`src/hw/rtl/csrp_pkg.sv`:
```
// Shared types, constants and divider table for the clock synthesizer register planner.
package csrp_pkg;

    localparam int CRYSTAL_W = 26;
    localparam int FREQ_W    = 28;
    localparam logic [25:0] CRYSTAL_RESET = 26'd25000000;
    localparam int QUEUE_DEPTH = 4;

    localparam logic [7:0] REG_PLLA_BASE  = 8'd26;
    localparam logic [7:0] REG_PLLB_BASE  = 8'd34;
    localparam logic [7:0] REG_MS0_BASE   = 8'd42;
    localparam logic [7:0] REG_MS1_BASE   = 8'd50;
    localparam logic [7:0] REG_CTRL0      = 8'd16;
    localparam logic [7:0] REG_CTRL1      = 8'd17;
    localparam logic [7:0] REG_PHASE0     = 8'd165;
    localparam logic [7:0] REG_PHASE1     = 8'd166;
    localparam logic [7:0] REG_PLL_RST    = 8'd177;
    localparam logic [7:0] CTRL_INT       = 8'h0f;
    localparam logic [7:0] CTRL_INT_PLLB  = 8'h2f;
    localparam logic [7:0] PLL_RST_BOTH   = 8'ha0;

    localparam logic [0:0] MODE_IQ    = 1'b0;
    localparam logic [0:0] MODE_INDEP = 1'b1;

    localparam logic [0:0] ADDR_CRYSTAL = 1'b0;

    localparam int QUAD_WRITES = 29;
    localparam int DUAL_WRITES = 34;

    typedef struct packed {
        logic              mode;
        logic [FREQ_W-1:0] freq_a;
        logic [FREQ_W-1:0] freq_b;
    } t_in;

    typedef struct packed {
        logic [7:0] reg_address;
        logic [7:0] reg_data;
        logic       last_write;
    } t_out;

    // p1/p2 set for one PLL
    typedef struct packed {
        logic [31:0] p1;
        logic [19:0] p2;
    } t_pll_terms;

    function automatic logic [6:0] pick_divider(input logic [FREQ_W-1:0] f);
        logic [6:0] d;
        if      (f < 28'd6800000)   d = 7'd126;
        else if (f < 28'd8800000)   d = 7'd100;
        else if (f < 28'd12300000)  d = 7'd72;
        else if (f < 28'd17300000)  d = 7'd52;
        else if (f < 28'd24800000)  d = 7'd36;
        else if (f < 28'd32100000)  d = 7'd28;
        else if (f < 28'd44300000)  d = 7'd20;
        else if (f < 28'd56250000)  d = 7'd16;
        else if (f < 28'd75000000)  d = 7'd12;
        else if (f < 28'd112500000) d = 7'd8;
        else if (f < 28'd150000000) d = 7'd6;
        else                        d = 7'd4;
        return d;
    endfunction

endpackage

```
`src/hw/rtl/csrp_seq.sv`:
```
// Write sequencer: queues planned items and emits one register write per cycle.
module csrp_seq #(
    parameter int DEPTH = csrp_pkg::QUEUE_DEPTH
) (
    input  logic                 i_clk,
    input  logic                 i_rst_n,
    input  logic                 i_valid,
    input  logic                 i_mode,
    input  logic [6:0]           i_da,
    input  logic [6:0]           i_db,
    input  csrp_pkg::t_pll_terms i_ta,
    input  csrp_pkg::t_pll_terms i_tb,
    output logic                 o_strobe,
    output csrp_pkg::t_out       o_out
);
    import csrp_pkg::*;
    localparam int AW = $clog2(DEPTH);

    typedef struct packed {
        logic       mode;
        logic [6:0] da;
        logic [6:0] db;
        t_pll_terms ta;
        t_pll_terms tb;
    } t_job;

    t_job         r_q [DEPTH];
    logic [AW-1:0] r_wp, r_rp;
    logic [AW:0]  r_cnt;
    logic [5:0]   r_idx;
    logic         n_pop;
    t_job         cur;
    logic [5:0]   n_total;

    assign cur     = r_q[r_rp];
    assign n_total = cur.mode ? 6'(DUAL_WRITES - 1) : 6'(QUAD_WRITES - 1);
    assign n_pop   = (r_cnt != '0) && (r_idx == n_total);

    always_ff @(posedge i_clk) begin
        if (i_valid) r_q[r_wp] <= '{mode: i_mode, da: i_da, db: i_db, ta: i_ta, tb: i_tb};
    end

    always_ff @(posedge i_clk) begin
        if (!i_rst_n) begin
            r_wp <= '0; r_rp <= '0; r_cnt <= '0; r_idx <= '0;
        end else begin
            if (i_valid) r_wp <= AW'(r_wp + 1'b1);
            if (n_pop)   r_rp <= AW'(r_rp + 1'b1);
            r_cnt <= r_cnt + (AW+1)'(i_valid) - (AW+1)'(n_pop);
            if (n_pop)              r_idx <= '0;
            else if (r_cnt != '0)   r_idx <= r_idx + 6'd1;
        end
    end

    function automatic logic [7:0] pll_byte(input t_pll_terms t, input logic [2:0] k);
        logic [7:0] v;
        case (k)
            3'd0: v = 8'h00;
            3'd1: v = 8'h00;
            3'd2: v = t.p1[23:16];
            3'd3: v = t.p1[15:8];
            3'd4: v = t.p1[7:0];
            3'd5: v = {4'h0, t.p2[19:16]};
            3'd6: v = t.p2[15:8];
            default: v = t.p2[7:0];
        endcase
        // denominator 0x80000 gives bytes 0x00, 0x00 and high nibble 0x8
        if (k == 3'd5) v[7:4] = 4'h8;
        return v;
    endfunction

    function automatic logic [7:0] ms_byte(input logic [6:0] d, input logic [2:0] k);
        logic [31:0] p1;
        logic [7:0]  v;
        p1 = {18'd0, d, 7'd0} - 32'd512;
        case (k)
            3'd1: v = 8'd1;
            3'd2: v = p1[23:16];
            3'd3: v = p1[15:8];
            3'd4: v = p1[7:0];
            default: v = 8'd0;
        endcase
        return v;
    endfunction

    logic [7:0] n_addr, n_data;
    logic [5:0] j;
    always_comb begin
        n_addr = '0;
        n_data = '0;
        j = r_idx;
        if (j < 6'd8) begin
            n_addr = REG_PLLA_BASE + 8'(j);
            n_data = pll_byte(cur.ta, j[2:0]);
        end else if (cur.mode == MODE_INDEP) begin
            if (j < 6'd16) begin
                n_addr = REG_PLLB_BASE + 8'(j - 6'd8);
                n_data = pll_byte(cur.tb, j[2:0]);
            end else if (j < 6'd24) begin
                n_addr = REG_MS0_BASE + 8'(j - 6'd16);
                n_data = ms_byte(cur.da, j[2:0]);
            end else if (j == 6'd24) begin
                n_addr = REG_CTRL0; n_data = CTRL_INT;
            end else if (j < 6'd33) begin
                n_addr = REG_MS1_BASE + 8'(j - 6'd25);
                n_data = ms_byte(cur.db, 3'(j - 6'd25));
            end else begin
                n_addr = REG_CTRL1; n_data = CTRL_INT_PLLB;
            end
        end else begin
            if (j < 6'd16) begin
                n_addr = REG_MS0_BASE + 8'(j - 6'd8);
                n_data = ms_byte(cur.da, j[2:0]);
            end else if (j == 6'd16) begin
                n_addr = REG_CTRL0; n_data = CTRL_INT;
            end else if (j < 6'd25) begin
                n_addr = REG_MS1_BASE + 8'(j - 6'd17);
                n_data = ms_byte(cur.da, 3'(j - 6'd17));
            end else if (j == 6'd25) begin
                n_addr = REG_CTRL1; n_data = CTRL_INT;
            end else if (j == 6'd26) begin
                n_addr = REG_PHASE0; n_data = 8'd0;
            end else if (j == 6'd27) begin
                n_addr = REG_PHASE1; n_data = {1'b0, cur.da};
            end else begin
                n_addr = REG_PLL_RST; n_data = PLL_RST_BOTH;
            end
        end
    end

    always_ff @(posedge i_clk) begin
        if (!i_rst_n) o_strobe <= 1'b0;
        else          o_strobe <= (r_cnt != '0);
        o_out.reg_address <= n_addr;
        o_out.reg_data    <= n_data;
        o_out.last_write  <= n_pop;
    end
endmodule
```
`config.mk`:
```
export PLATFORM = sky130hd
export DESIGN_NAME = csrp_seq
export DESIGN_NICKNAME = d
export VERILOG_FILES = /design/src/hw/rtl/csrp_pkg.sv /design/src/hw/rtl/csrp_seq.sv
export SDC_FILE = /design/constraint.sdc
export NUM_CORES = 1
export LEC_CHECK = 0
export BUFFER_PORTS_ARGS = -buffer_cell sky130_fd_sc_hd__buf_4
export CAP_MARGIN = 20
export CORE_MARGIN = 5
export CORE_UTILIZATION = 58
export DETAILED_ROUTE_END_ITERATION = 10
export PLACE_DENSITY_LB_ADDON = 0.25
export SLEW_MARGIN = 5
export SYNTH_ARGS = -nofsm -noshare
export SYNTH_HDL_FRONTEND = slang
export SYNTH_SLANG_ARGS = --single-unit
```
`constraint.sdc`:
```
create_clock -name i_clk -period 3.7 [get_ports i_clk]
set_input_delay 0.555 -clock i_clk [delete_from_list [all_inputs] [get_ports i_clk]]
set_output_delay 0.555 -clock i_clk [all_outputs]
set_load 0.01 [all_outputs]
```
Word level (Yosys, flattened, before mapping)
Memories as Yosys holds them, arrays and structs flattened. A register that Yosys moved wholly into a read port is not among the register bits. Index checks and enable logic that the tools add are counted.

Register bits after elaboration: 31. RAM bits: 476. Output and inout bits: 18. Logic and storage cells: 95. Memories kept: 1.

Memories: r_q (words 4, width 119, read ports 1, clocked after memory_dff 1, wr ports 1, RTL line csrp_seq.sv:27) `t_job r_q [DEPTH];`.

Add/subtract/negate cells: 19. Magnitude comparators: 5. Equal/unequal tests: 20. Mux-type cells: 36. Bitwise gates (word level): 1. Reductions and logical operators: 5.

Operators with widths (count): $mux W8 (22); $pmux W8 S4 (3); $pmux W8 S6 (2); $add A7 B7 Y8 const A (4); $eq A6 B5 Y1 const B (5); $sub A14 B10 Y15 const B (2); $sub A6 B5 Y7 const B (3); $eq A3 B2 Y1 const B (6); $lt A6 B5 Y1 const B (3); $eq A3 B3 Y1 const B (5); $mux W5 (2); $eq A3 B1 Y1 const B (3); $add A6 B8 Y8 const A (1); $mux W4 (2); $add A5 B6 Y7 const A (1); $sub A6 B4 Y7 const B (1); $add A6 B1 Y6 const B (1); $eq A6 B6 Y1 (1); $lt A6 B4 Y1 const B (1); $lt A6 B6 Y1 const B (1); $mux W6 (1); $sub A3 B1 Y3 const B (2); $add A2 B1 Y2 const B (2); $mux W2 (2); 8 further kinds (10).

Longest topological paths before layout
Gate-level depths: netlist of the first run.

Depth after elaboration: 9. Depth in mapped cells: 14.

Worst setup path after synthesis of the first run
No wires, ideal clock.

Path type: input to register. From: input i_valid. To: memory r_q[0][0] in the netlist's numbering, enable pin. Library setup time: 0.473 ns. Arrival time: 2.931 ns. Slack: 0.296 ns. Stages on the path: 1. Path buffers: 0. Cell sequence: and2_1.

Word-level cells in the longest chain between the ends: 2.

Ends and longest elaborated chain: from (decl) (RTL line csrp_seq.sv:7) `input logic i_valid,`; $mux W1 (RTL line csrp_seq.sv:40) `if (i_valid) r_q[r_wp] <= '{mode: i_mode, da: i_da, db: i_db, ta: i_ta, tb: i_tb};`; $mux W1 (implied by the code) (RTL line csrp_seq.sv:40); to (decl) (RTL line csrp_seq.sv:27).

No other way between the ends.

Worst setup path in the final report of the first run
From: register r_idx[0], in the netlist j[0]. To: register o_out[14] in the netlist's numbering.

Word-level cells in the longest chain between the ends: 8. Elaborated cells on any way between the ends: 28. Classes of those cells: add/sub: 10; order compare: 5; eq/ne: 3; mux: 10.

Ends and longest elaborated chain: from (decl) (RTL line csrp_seq.sv:30) `logic [5:0] r_idx;`; from (signal assigned) (RTL line csrp_seq.sv:51) `else if (r_cnt != '0) r_idx <= r_idx + 6'd1;`; $sub A6 B5 Y7 (RTL line csrp_seq.sv:105) `n_addr = REG_MS1_BASE + 8'(j - 6'd25);`; $add A7 B7 Y8 (RTL line csrp_seq.sv:105); $mux W8 (RTL line csrp_seq.sv:104) `end else if (j < 6'd33) begin`; $mux W8 (RTL line csrp_seq.sv:102) `end else if (j == 6'd24) begin`; $mux W8 (RTL line csrp_seq.sv:99) `end else if (j < 6'd24) begin`; $mux W8 (RTL line csrp_seq.sv:96) `if (j < 6'd16) begin`; $mux W8 (RTL line csrp_seq.sv:95) `end else if (cur.mode == MODE_INDEP) begin`; $mux W8 (*) (RTL line csrp_seq.sv:92) `if (j < 6'd8) begin`; net n_addr[5] (RTL line csrp_seq.sv:86) `logic [7:0] n_addr, n_data;`; to (decl) (RTL line csrp_seq.sv:14) `output csrp_pkg::t_out o_out`.

The timed path passes the listed nets; every way through them passes the cells marked *. A chain may end at the register's enable or synchronous reset.

==> results of run 1 <==
## final cells by class
class                      count  area share
sequential                   445      0.5948
multi-input combinational    600      0.2516
timing repair buffer         167     0.06061
clock buffer                  57     0.05536
tap                          442     0.02523
clock inverter                23    0.008675
inverter                      22    0.003767
## layout by cell type (no fill, tap or decap), drive strengths merged, types with 9 or more instances in the layout
cell type / synthesis / layout
dfxtp: 33 / 33
mux2i: 11 / 11
mux4: 99 / 99
a22oi: 19 / 19
nor3: 15 / 15
inv: 21 / 24
nand2: 97 / 97
edfxtp: 412 / 412
ha: 33 / 33
xnor2: 20 / 20
nor2b: 10 / 10
a211oi: 16 / 16
o21ai: 31 / 31
nand3: 19 / 19
nand2b: 9 / 9
xor2: 10 / 10
a21oi: 49 / 49
buf: 32 / 167
nor2: 39 / 39
clkinv: 1 / 18
and2: 16 / 16
clkbuf: 31 / 57
## power by group through the flow
stage | sequential (mW) | combinational, mW | clock [mW]
after floorplan | 6.01 | 0.934 | 0
after global placement | 5.98 | 1.64 | 0
after detailed placement | 5.99 | 1.65 | 0
after CTS | 5.88 | 1.66 | 4.37
after global routing | 5.90 | 1.81 | 4.60
final | 5.88 | 1.66 | 4.30
## final timing paths
path         slack [ps]    endpoint  cells after the start
max                 670   o_out[14]                     10
min reg2reg         570     r_wp[1]                      2
min                 200  r_q[1][65]                      1
max reg2reg         670   o_out[14]                     10
## flip-flops by register name (all words and copies together) (netlist names), named ones only
signal,count
r_wp,2
r_q,412
o_strobe,1
j,6
r_rp,2
o_out,17
r_cnt,3
## logic make-up after synthesis
kind of cell | count (synthesis) | synth area share
and+or+nand+nor | 238 | 0.06196
adders and majority gates | 34 | 0.02283
xor gates and xnor gates | 30 | 0.01386
AOI/OAI and AO/OA | 184 | 0.06572
DFF | 445 | 0.6873
muxes | 114 | 0.1260
buffers and inverters | 85 | 0.02237
## through the flow
step	setup slack, ps	hold slack [ps]	utilization	instances
finish	667.1	201.2	0.6773	1756
global route	477.4	182.0	0.6773	1756
CTS	715.4	184.6	0.6773	1756
detailed placement	734.1	557.7	0.6339	1676
global placement	766.6	545.1	0.6339	1676
floorplan	296.1	517.3	-	1130
## routing by layer
metal | global-route usage | part of all wire | up-vias | wire length, um
li1 | - | - | 4822 | -
met1 | 0.3300 | 0.41 | 5428 | 17280
met2 | 0.3746 | 0.49 | 403 | 20550
met3 | 0.04833 | 0.071 | 74 | 2990
met4 | 0.05773 | 0.024 | 8 | 998
met5 | 0 | 0.00093 | - | 39
==> flow_summary_export.csv, run 1 <==
group,metric,value,unit
setup_path,cp_max_fo,10,
sta,worst_rel_slew_slack,0.5219,
setup_path,most_numerous_cell_on_the_critical_path,"ha_1",
pwr,static-leakage-power,7.421,nW
setup_path,regToRegStartpoint,"j[0]",
pwr,switching_share,0.2485,
clocking,post_cts_hold_buffer_count,0,
setup_path,setup.worst_path.start_class,"register",
final_layout,antenna-diode-count,0,
sta,timing.final.crit_share,0.8197,
pwr,power.share.combinational,0.140,
drt,viasPerCell,6.113,
pwr,internal_power,8.903,mW
drt,detail_route.iter0.violations,990,
drt,detail_route.drc_violations,0,
final_layout,seqCellArea,13040,um^2
setup_path,critPathLaunch,"j[0]",
sta,top_achievable_clock_speed,329.7,MHz
sta,setup_repair_after_global_routing_missed_its_margin,"false",
synthesis,ys_warnings,0,
synthesis,mappedNetlistNets,1286,
synthesis,synth_cell_type_count,75,
synthesis,synth_top_cell_by_area,"edfxtp_1",
grt,grt_max_degree,107,
setup_path,cp_cell_sequence,"inv_1 -> ha_1 -> ha_1 -> inv_1 -> ha_1 -> a2111oi_0 -> a221oi_1 -> mux2i_1 -> a22oi_1 -> o221a_2",
grt,antenna_found_initial,4,
die,design.portCount,140,
clocking,clk_pin_slew,60,ps
final_layout,area.growth.synth_to_final,15.62,%
pwr,design_power_total,11.85,mW
die,die_x,190.8,um
final_layout,final_layout_size_suffix_gt1_frac,0.2664,
synthesis,post_synth_most_frequent_cells,"edfxtp_1, mux4_2, nand2_1",
setup_path,cpPeakStageDelay,430,ps
sta,final_period_minus_worst_setup_slack,3033,ps
die,die_height,190.8,um
sta,setup-tns-final,0,ps
sta,finalHoldViolations,0,
die,placeableCoreArea,32370,um^2
placed_design,post_detailed_placement_half_perimeter_wirelength,26820,um
worst_hold_path,worst_hold_path_type,"in2reg",
grt,grt_pass1_wl,64030,um
pwr,power_frac_seq,0.497,
sta,skew,18.05,ps
clocking,ctsLongestPathBuffers,3,
synthesis,synth_top_flop_cell,"edfxtp_1",
final_layout,finalInstanceArea,21920,um^2
clocking,setup_bufs_post_cts,0,
synthesis,syn_avg_cell_area,16.78,um^2
setup_path,critPathArrivalTime,3450,ps
pwr,total_switching_power,2.944,mW
drt,routed_wire_length_per_instance,23.84,um
clocking,cts-htree-levels,2,
drt,finalWirelength,41860,um
clocking,cts-resized-gates,0,
clocking,cts_made_buffers,45,
drt,via_count,10735,
setup_path,crit_path_end_kind,"register",
drt,ant_nets,0,
setup_path,number_of_buffers_and_inverters_on_the_critical_path,2,
grt,via_count_of_the_first_global_routing_pass,10842,
synthesis,synth_edf_count,412,
setup_path,worst_ep_required,4110,ps
synthesis,synth_largest_type_area_fraction,0.6525,
clocking,clock_insertion_delay_worst_skew,550,ps
sta,pins_over_their_slew_limit,0,
drt,drt-pass1-iter-count,5,
job,timing.max_cap.violations,0,
setup_path,critical_path_cell_with_the_highest_stage_delay,"a221oi_1",
die,floorplan.rows,66,
final_layout,multi_input_comb_area,5515,um^2
die,die_area,36410,um^2
sta,setup-violations-final,0,
synthesis,ys_async_sr_fraction,0,
clocking,clock-sinks,445,
clocking,clock_tree.root_cell,"clkbuf_16",
sta,tightestPinTransition,717.2,ps
worst_hold_path,worstHoldStart,"i_ta[13]",
clocking,cts_tree,"yes",
placed_design,routabilityCongestion,0.9052,
pwr,power-per-cell-area,540.4,nW/um^2
placed_design,io_buffers,123,
synthesis,ys_top_cells_by_area,"edfxtp_1, mux4_2, dfxtp_1",
setup_path,path_delay_family,"adder cells",
synthesis,mappedNetlistArea,18960,um^2
synthesis,postSynthCellCount,1130,
grt,grtUsageTotal,0.2318,
setup_path,worst-setup-path-type,"reg2reg",
pwr,power.share.clock,0.363,
synthesis,synth_most_common_cell,"edfxtp_1",
synthesis,synthesized_flop_and_latch_total,445,
die,effective_utilization_at_floorplan,0.5858,
placed_design,placed_cell_area,20520,um^2
grt,overflow,0,
pwr,ir_drop,0.4268,mV
status,result_of_the_run,"finished, final reports clean",
final_layout,design.final.nets,1437,
synthesis,synth_sequential_area_ratio,0.6873,
final_layout,fillCellCount,2204,
Note: power is estimated with default switching activity, not from simulation.
==> run 2, diff against run 1 <==
Settings changed: ABC_AREA set to 1.
Clock period 3.7 ns to 3.11 ns, I/O delays scaled along.
==> run 2 against run 1 <==
Sequential share of layout area down 0.59 points. Worst hold slack got worse by 92 ps. Clock skew rose by 6.7 ps. Die area rose by 1.7%. Count of clock-buffer cells in the layout down 5. Via count is 26% higher. Critical path type unchanged. Critical endpoint is now o_out[7].
==> flow_summary_export.csv, run 2 <==
group,metric,value,unit
die,effective_utilization_at_floorplan,0.5905,
sta,finalHoldViolations,0,
setup_path,regToRegStartpoint,"j[0]",
drt,detail_route.iter0.violations,1216,
grt,antenna_found_initial,3,
pwr,power.share.clock,0.329,
clocking,clock_insertion_delay_worst_skew,550,ps
sta,setup-violations-final,0,
pwr,static-leakage-power,8.285,nW
placed_design,routabilityCongestion,0.9439,
pwr,design_power_total,15.83,mW
clocking,clock-sinks,445,
final_layout,seqCellArea,13040,um^2
final_layout,flip_flop_count_of_the_largest_register_all_copies_and_words_added,412,
final_layout,antenna-diode-count,0,
placed_design,io_buffers,123,
setup_path,cp_max_fo,16,
synthesis,synth_top_flop_cell,"edfxtp_1",
job,timing.max_cap.violations,0,
sta,worst_rel_slew_slack,0.3887,
pwr,switching_share,0.3018,
final_layout,design.final.nets,1993,
pwr,power_frac_seq,0.444,
die,floorplan.rows,66,
pwr,ir_drop,0.4770,mV
clocking,clock_tree.root_cell,"clkbuf_16",
clocking,clk_pin_slew,70,ps
pwr,power.share.combinational,0.227,
placed_design,post_detailed_placement_half_perimeter_wirelength,29410,um
die,design.portCount,140,
sta,top_achievable_clock_speed,385.1,MHz
sta,timing.final.crit_share,0.8349,
synthesis,ys_async_sr_fraction,0,
setup_path,most_numerous_cell_on_the_critical_path,"nand2_1",
setup_path,cp_cell_sequence,"clkinv_1 -> buf_4 -> ha_1 -> nand2_1 -> inv_1 -> nand2_1 -> nand3_1 -> nor3_1 -> nor3_1 -> nor2_1 -> nand2_1 -> nand3_1 -> nand2_1",
placed_design,placed_cell_area,20710,um^2
synthesis,synth_largest_type_area_fraction,0.6407,
drt,finalWirelength,48040,um
final_layout,max_flop_register,"r_q",
synthesis,mappedNetlistNets,1871,
drt,drt-pass1-iter-count,7,
grt,overflow,0,
setup_path,reg2regPathDepth,13,
setup_path,crit-reg2reg-capture,"o_out[7]",
setup_path,critical_path_cell_with_the_highest_stage_delay,"inv_1",
clocking,setup_bufs_post_cts,0,
synthesis,mappedNetlistArea,19310,um^2
sta,tightestPinTransition,916.0,ps
sta,skew,24.80,ps
synthesis,ys_top_cells_by_area,"edfxtp_1, nand2_1, o21ai_0",
setup_path,cpPeakStageDelay,390,ps
worst_hold_path,worst_hold_path_type,"in2reg",
clocking,cts-resized-gates,0,
final_layout,layout_commonest_cell,"edfxtp_1",
final_layout,instances_no_fill,2315,
placed_design,dpl_worst_slack,538.2,ps
pwr,internal_power,11.05,mW
grt,via_count_of_the_first_global_routing_pass,13409,
clocking,cts_tree,"yes",
synthesis,synth_most_common_cell,"edfxtp_1",
clocking,cts-htree-levels,2,
sta,hold-worst-slack,109.0,ps
die,placeableCoreArea,32700,um^2
pwr,power-per-cell-area,714.7,nW/um^2
setup_path,worst_ep_required,3540,ps
final_layout,final_layout_size_suffix_gt1_frac,0.1404,
sta,final_period_minus_worst_setup_slack,2596,ps
synthesis,synth_sequential_area_ratio,0.6749,
synthesis,syn_avg_cell_area,11.26,um^2
final_layout,most_frequent_cells_in_the_layout,"edfxtp_1, nand2_1, o21ai_0, nor2_1, buf_4",
setup_path,setup.worst_path.start_class,"register",
pwr,total_switching_power,4.776,mW
drt,ant_nets,0,
grt,grt_max_degree,166,
synthesis,ys_warnings,0,
synthesis,synth_edf_count,412,
final_layout,area.growth.synth_to_final,14.66,%
final_layout,fillCellCount,2428,
setup_path,critPathArrivalTime,3020,ps
drt,routed_wire_length_per_instance,20.75,um
final_layout,multi_input_comb_area,5405,um^2
status,result_of_the_run,"finished, final reports clean",
die,die_height,192.5,um
placed_design,place_inst,2233,
die,die_x,192.5,um
synthesis,post_synth_most_frequent_cells,"edfxtp_1, nand2_1, nor2_1, o21ai_0, nand3_1",
drt,viasPerCell,5.862,
setup_path,critPathLaunch,"j[0]",
setup_path,crit_path_end_kind,"register",
synthesis,synth_top_cell_by_area,"edfxtp_1",
final_layout,final_core_utilization,0.6771,
clocking,post_cts_hold_buffer_count,0,
die,die_area,37040,um^2
sta,pins_over_their_slew_limit,0,
sta,setup-tns-final,0,ps
drt,via_count,13571,
synthesis,postSynthCellCount,1715,
drt,detail_route.drc_violations,0,
final_layout,finalInstanceArea,22140,um^2
grt,grt_pass1_wl,73800,um
grt,grtUsageTotal,0.2580,
synthesis,synth_cell_type_count,49,
setup_path,timing.reg2reg.setup_slack,510,ps
clocking,ctsLongestPathBuffers,3,
setup_path,worst-setup-path-type,"reg2reg",
sta,setup_repair_after_global_routing_missed_its_margin,"false",
sta,setup_ws,513.6,ps
setup_path,worst_setup_path_endpoint,"o_out[7]",
synthesis,synthesized_flop_and_latch_total,445,
clocking,cts_made_buffers,44,
-- run 2: cell families after synthesis --
| group | synth area share |
|---|---|
| adder cells (fa/ha/maj) | 0.02242 |
| XOR/XNOR | 0.006803 |
| buffers and inverters | 0.04522 |
| flip-flops | 0.6749 |
| AO/OA/AOI/OAI | 0.1019 |
| AND/OR/NAND/NOR | 0.1488 |
-- run 2: metal layers --
metal	wire length [um]	part of all wire	up-vias	GRT usage
li1	-	-	6331	-
met1	19350	0.40	6593	0.3463
met2	23440	0.49	534	0.4273
met3	3573	0.074	107	0.04848
met4	1637	0.034	6	0.09051
met5	41	0.00085	-	0
-- run 2: critical path: cells and delay by family, from the launching register on --
kind,cells,cell delay (ps)
adders and majority gates,1,270
buffers and inverters,3,760
DFF,1,330
and+or+nand+nor,9,1120
-- run 2: worst min-delay path by stage --
stage	from	endpoint	slack, ps	cells past startpoint
2_1_floorplan	r_rp[1]	register	440	2
3_3_place_gp	r_rp[1]	register	440	2
3_5_place_dp	r_rp[1]	register	440	2
4_1_cts	i_tb[19]	r_q[0][19]	90	1
5_1_grt	i_tb[10]	r_q[3][10]	90	1
6_report	i_ta[36]	r_q[1][88]	110	1
-- run 2: power groups by stage --
stage / sequential (mW) / combinational, mW / clock [mW]
2_1_floorplan: 7.16 / 2.43 / 0
3_5_place_dp: 7.16 / 3.55 / 0
4_1_cts: 7.03 / 3.58 / 5.27
6_report: 7.03 / 3.60 / 5.20
3_3_place_gp: 7.15 / 3.47 / 0
5_1_grt: 7.05 / 3.99 / 5.54
-- run 2: final cells by class --
type | count | share of cell area
Sequential cell | 445 | 0.5889
Multi-Input combinational cell | 1095 | 0.2441
Timing Repair Buffer | 166 | 0.06250
Clock buffer | 52 | 0.05108
Tap cell | 442 | 0.02498
Inverter | 85 | 0.01497
Clock inverter | 30 | 0.01345
